--- config.mk ---
export PLATFORM = sky130hd
export DESIGN_NAME = cau_cell
export DESIGN_NICKNAME = d
export VERILOG_FILES = /design/src/sv/cau_pkg.sv /design/src/sv/cau_cell.sv
export SDC_FILE = /design/constraint.sdc
export NUM_CORES = 1
export LEC_CHECK = 0
export ABC_AREA = 1
export BUFFER_PORTS_ARGS = -buffer_cell sky130_fd_sc_hd__buf_2
export CAP_MARGIN = 15
export CORE_AREA = 2 2 307 309
export DETAILED_ROUTE_END_ITERATION = 16
export DIE_AREA = 0 0 309 311
export PLACE_DENSITY_LB_ADDON = 0.12
export SLEW_MARGIN = 30
export SYNTH_ARGS = -nofsm -noshare
export SYNTH_HDL_FRONTEND = slang
export SYNTH_SLANG_ARGS = --single-unit
--- constraint.sdc ---
create_clock -name clk_i -period 10.42 [get_ports clk_i]
set_input_delay 1.042 -clock clk_i [delete_from_list [all_inputs] [get_ports clk_i]]
set_output_delay 1.042 -clock clk_i [all_outputs]
set_load 0.01 [all_outputs]
--- src/sv/cau_pkg.sv ---
`timescale 1ns / 1ps

package cau_pkg;

  // Quotient bits resolved by the division cells; a quotient of 2^33 or
  // more saturates and is caught before the first cell.
  localparam int unsigned NQ = 33;

  typedef enum logic [1:0] {
    CMD_ADD = 2'd0,
    CMD_SUB = 2'd1,
    CMD_MUL = 2'd2,
    CMD_DIV = 2'd3
  } cau_cmd_e;

  typedef struct packed {
    cau_cmd_e           cmd;
    logic signed [31:0] a_re;
    logic signed [31:0] a_im;
    logic signed [31:0] b_re;
    logic signed [31:0] b_im;
  } cau_in_t;

  typedef struct packed {
    logic signed [31:0] res_re;
    logic signed [31:0] res_im;
    logic               im_positive;
    logic               overflow;
    logic               div_zero;
  } cau_out_t;

  // Data carried from cell to cell through the division chain.
  typedef struct packed {
    logic [63:0]    den;
    logic [63:0]    rem_re;
    logic [63:0]    rem_im;
    logic [NQ-1:0]  dvd_re;
    logic [NQ-1:0]  dvd_im;
    logic [NQ-1:0]  q_re;
    logic [NQ-1:0]  q_im;
    logic           neg_re;
    logic           neg_im;
    logic           huge_re;
    logic           huge_im;
    logic           dz;
    logic           is_div;
    logic [31:0]    fr_re;
    logic [31:0]    fr_im;
    logic           fr_ovf;
  } cau_cell_t;

  // Sign and magnitude to a saturated 32-bit word; returns {overflow, word}.
  function automatic logic [32:0] cau_sat(logic neg, logic huge, logic [34:0] mag);
    logic [34:0] nm;
    nm = 35'd0 - mag;
    if (neg) begin
      if (huge || mag > 35'h080000000) begin
        return {1'b1, 32'h80000000};
      end
      return {1'b0, nm[31:0]};
    end
    if (huge || mag > 35'h07FFFFFFF) begin
      return {1'b1, 32'h7FFFFFFF};
    end
    return {1'b0, mag[31:0]};
  endfunction

endpackage

--- src/sv/cau_cell.sv ---
`timescale 1ns / 1ps

module cau_cell import cau_pkg::*; (
  input  logic      clk_i,
  input  logic      rst_ni,
  input  logic      valid_i,
  input  cau_cell_t data_i,
  output logic      ready_o,
  input  logic      ready_i,
  output logic      valid_o,
  output cau_cell_t data_o
);

  logic      valid_q;
  cau_cell_t data_q;
  cau_cell_t data_d;
  logic [64:0] r2_re, r2_im;
  logic        ge_re, ge_im;

  assign ready_o = !valid_q || ready_i;

  // One restoring division step for each lane, sharing the divisor.
  always_comb begin
    r2_re  = {data_i.rem_re, data_i.dvd_re[NQ-1]};
    r2_im  = {data_i.rem_im, data_i.dvd_im[NQ-1]};
    ge_re  = r2_re >= {1'b0, data_i.den};
    ge_im  = r2_im >= {1'b0, data_i.den};
    data_d = data_i;
    data_d.rem_re = ge_re ? 64'(r2_re - {1'b0, data_i.den}) : r2_re[63:0];
    data_d.rem_im = ge_im ? 64'(r2_im - {1'b0, data_i.den}) : r2_im[63:0];
    data_d.dvd_re = {data_i.dvd_re[NQ-2:0], 1'b0};
    data_d.dvd_im = {data_i.dvd_im[NQ-2:0], 1'b0};
    data_d.q_re   = {data_i.q_re[NQ-2:0], ge_re};
    data_d.q_im   = {data_i.q_im[NQ-2:0], ge_im};
  end

  always_ff @(posedge clk_i or negedge rst_ni) begin
    if (!rst_ni) begin
      valid_q <= 1'b0;
    end else if (ready_o) begin
      valid_q <= valid_i;
    end
  end

  always_ff @(posedge clk_i) begin
    if (ready_o) begin
      data_q <= data_d;
    end
  end

  assign valid_o = valid_q;
  assign data_o  = data_q;

endmodule
== After elaboration in Yosys (flattened, before gate mapping) ==
Index checks and enable logic that the tools add are counted.

* Flip-flop bits (word level): 394
* Output and inout port bits: 397

* Add/subtract/negate cells: 2
* Order comparisons: 2
* Multiplexer cells: 2
* Reduce and logical (&&, ||, !) cells: 2

{| class="wikitable"
|+ Operators by type and width
! kind !! count
|-
| $ge A65 B64 Y1 || 2
|-
| $mux W64 || 2
|-
| $sub A64 B64 Y64 || 2
|-
| $logic_not A1 Y1 || 1
|-
| $logic_or A1 B1 Y1 || 1
|}

== Depth between registers and ports, before layout ==
* Word-level depth: 2
* Mapped depth: 19
* Gate-level depth less buffers: 17

== Worst setup path after synthesis ==
Ideal clock, no wire load.

* Path kind: input-to-output
* From: input port ready_i
* To: output port ready_o
* Arrival time: 9.406 ns
* Required time: 9.378 ns
* Setup slack: -0.028 ns
* Stages: 2
* Path through: inv_1 -> nand2_1

* Longest elaborated chain between the ends: 1

{| class="wikitable"
|+ Ends and longest elaborated chain
! item !! RTL line !! text
|-
| from (decl) || cau_cell.sv:9 || <nowiki>input logic ready_i,</nowiki>
|-
| $logic_or A1 B1 Y1 || cau_cell.sv:20 || <nowiki>assign ready_o = !valid_q || ready_i;</nowiki>
|-
| to (decl) || cau_cell.sv:8 || <nowiki>output logic ready_o,</nowiki>
|}

Every way passes these cells.

==> results.tsv <==
stage	metric	value	unit
run_status	outcome	finished clean	
final_layout	final_cell_mix	sky130_fd_sc_hd__nand2_1, sky130_fd_sc_hd__buf_2, sky130_fd_sc_hd__inv_1	
sta	timing.setup.tns	0	ns
final_layout	drive_above_1_share	22.4	%
route	post-route-drc-count	0	
sta	rsz_0062_raised_after_global_routing	false	
yosys	synthDominantCellAreaShare	45.5	%
critical_path	critical_path_arrival	4.60	ns
route	drt-vias-per-instance	4.45	
sta	whs	0.182	ns
power_and_ir_drop	power-per-cell-area	154	nW/um2
sta	maxSlewHeadroom	40.4	%
sta	post_route_fraction_of_the_period_consumed_by_the_critical_path	40.7	%
clocking	clkTransAtPathRegs	0.06	ns
critical_path	cp_data_required_time	10.77	ns
clocking	cts_hold_repair.buffers	0	
route	routedWlPerCell	22.4	um
yosys	post_synth_main_area_contributors	sky130_fd_sc_hd__edfxtp_1, sky130_fd_sc_hd__nand2_1, sky130_fd_sc_hd__inv_1	
sta	final.min_clock_period	4.24	ns
critical_path	worstSetupStartpointType	input pin	
sta	max_freq	236	MHz
floorplanning	die_h	311	um
floorplanning	core_region_area	92800	um2
clocking	cts_max_level	2	
final_layout	fillerInstances	10300	
clocking	numCtsBuffers	49	
placement	io_buffer_count	791	
power_and_ir_drop	p_leak	17.7	nW
power_and_ir_drop	totalPowerFinal	5.07	mW
yosys	ys_ff_latch	394	
min_path	holdCritPathClass	input pin to async pin	
global_routing	grt_first_pass_wirelength	173000	um
global_routing	grt_max_degree	85	
final_layout	mostFrequentLayoutCell	sky130_fd_sc_hd__nand2_1	
global_routing	gr-usage-met3	5.03	%
global_routing	globalRouteMet2Util	43.0	%
global_routing	globalRouteOverflowTotal	0	
yosys	yosysTopAreaCell	sky130_fd_sc_hd__edfxtp_1	
critical_path	reg2reg_slack	7.36	ns
yosys	syn_avg_cell_area	7.51	um2
yosys	netlist_area	25900	um2
final_layout	final_net_count	4790	
sta	timing.final.setup_violations	0	
yosys	synthesis.instances	3450	
floorplanning	start_util	27.9	%
global_routing	antenna_found_initial	44	
run	cap_viol_max_count	0	
clocking	ctsRootBufferMaster	sky130_fd_sc_hd__clkbuf_16	
route	drt_first_iter_violations	1758	
floorplanning	row_count	112	
sta	fin_worst_skew	0.0384	ns
yosys	synth_sequential_area_ratio	45.6	%
sta	worst-slew-pin-transition	0.894	ns
sta	hold_viol	0	
floorplanning	num_io_pins	796	
clocking	worstSkewPairLatency	0.67	ns
global_routing	number_of_global_route_vias_before_repair	24100	
global_routing	gr-usage-met1	31.9	%
clocking	cts-resized-gates	0	
clocking	post_cts_buffers	0	
sta	final-max-slew-violation-count	0	
placement	place.detailed.hpwl	106000	um
yosys	post_synth_num_cell_types	37	
route	detail_route.first_pass.iterations	6	
critical_path	endpoint_kind	flop	
route	vias	24800	
floorplanning	die_width	309	um
clocking	clkSinkCount	394	
final_layout	fin_area	32900	um2
placement	globalplace.congestion	0.981	
critical_path	crit_path_max_fanout	67	
placement	placedInstanceArea	31200	um2
global_routing	track_usage	25.3	%
clocking	cts-root-to-sink-buffers	3	
clocking	tritoncts	yes	
global_routing	peak_usage_layer_in_the_global_routing_report	met2	
final_layout	area_growth_syn_to_layout	27.0	%
power_and_ir_drop	worst_ir_drop_vdd	0.125	mV
yosys	ys_warn_count	0	
route	detail_route.wirelength	125000	um
floorplanning	total_die_area	96100	um2
critical_path	timing.setup.critical_path_class	input pin to flop	
route	detail-route-antenna-nets	0	
[path summary, 6_finish.rpt]
path                        startpoint           to  cells after the start
setup / recovery           data_i[364]  data_o[243]                     16
hold / removal                  rst_ni      valid_o                      1
setup reg to reg               valid_o  data_o[274]                      4
hold reg to reg                valid_o  data_o[186]                      1
max in group asynchronous       rst_ni      valid_o                      1
min in group clk_i          data_i[90]   data_o[91]                      1
[state kept, by name, summed over array words and instances (netlist names)]
signal,flops
data_o,393
valid_o,1
[synthesized netlist by cell type (all sizes together)]
library cell  instances
a21o                  2
a21oi                92
and2                  4
and3                  7
buf                  33
clkbuf                8
clkinv                1
conb                  1
dfrtp                 1
edfxtp              393
fa                    2
ha                  128
inv                 713
nand2              1381
nand3               293
nand3b               26
nand4                21
nor2                223
nor3                 25
nor4                 11
o21ai                16
o21bai                5
or2                   2
xnor2                 2
xor2                 60
[final cells by class]
| cell class | count | area [um2] | share of cell area [%] |
|---|---|---|---|
| tap | 1254 | 1570 | 4.77 |
| clock inverter | 32 | 359 | 1.09 |
| sequential | 394 | 11800 | 35.9 |
| antenna | 12 | 30.0 | 0.0912 |
| clock buffer | 59 | 1260 | 3.84 |
| inverter | 714 | 2680 | 8.14 |
| multi-input combinational | 2302 | 11100 | 33.9 |
| timing repair buffer | 800 | 4040 | 12.3 |
[logic make-up after synthesis]
family,count (synthesis),share of synthesized area (%)
and+or+nand+nor,1993,32.1
buffers and inverters,755,11.5
DFF,394,45.6
adders and majority gates,130,6.33
AOI/OAI and AO/OA,115,2.32
xor gates and xnor gates,62,2.09
other,1,0.0145
[where the power goes]
group | internal, mW | total [mW] | leakage [nW] | switching (mW)
Sequential | 1.95 | 2.00 | 3.97 | 0.0492
Combinational | 0.417 | 1.32 | 12.9 | 0.906
Clock | 1.00 | 1.75 | 0.792 | 0.744
[critical path, cell delays in order]
cell,delay (ns)
sky130_fd_sc_hd__buf_2,0.26
sky130_fd_sc_hd__inv_1,0.25
sky130_fd_sc_hd__ha_1,0.41
sky130_fd_sc_hd__nand2_1,0.13
sky130_fd_sc_hd__inv_1,0.07
sky130_fd_sc_hd__nand2_1,0.13
sky130_fd_sc_hd__nor2_4,0.07
sky130_fd_sc_hd__nand2_1,0.14
sky130_fd_sc_hd__nor2_2,0.08
sky130_fd_sc_hd__nand3_1,0.13
sky130_fd_sc_hd__nand3_2,0.10
sky130_fd_sc_hd__nor2_4,0.08
sky130_fd_sc_hd__buf_4,0.64
sky130_fd_sc_hd__nand2_8,0.51
sky130_fd_sc_hd__nand3_1,0.37
sky130_fd_sc_hd__nand2_1,0.09
[through the flow]
step	util (%)	worst slack, ns	cells
CTS	35.4	6.14	5554
detailed placement	33.7	5.44	5463
global placement	33.7	5.30	5463
floorplan	-	3.63	3451
finish	35.5	6.18	5567
global route	35.5	5.94	5557
[layer usage]
metal / part of all wire [%] / up-vias
met5: 0.16 / -
met4: 3.7 / 28
li1: - / 12400
met2: 47 / 785
met1: 42 / 11400
met3: 7.0 / 171
Power figures use the tool's default switching activity.
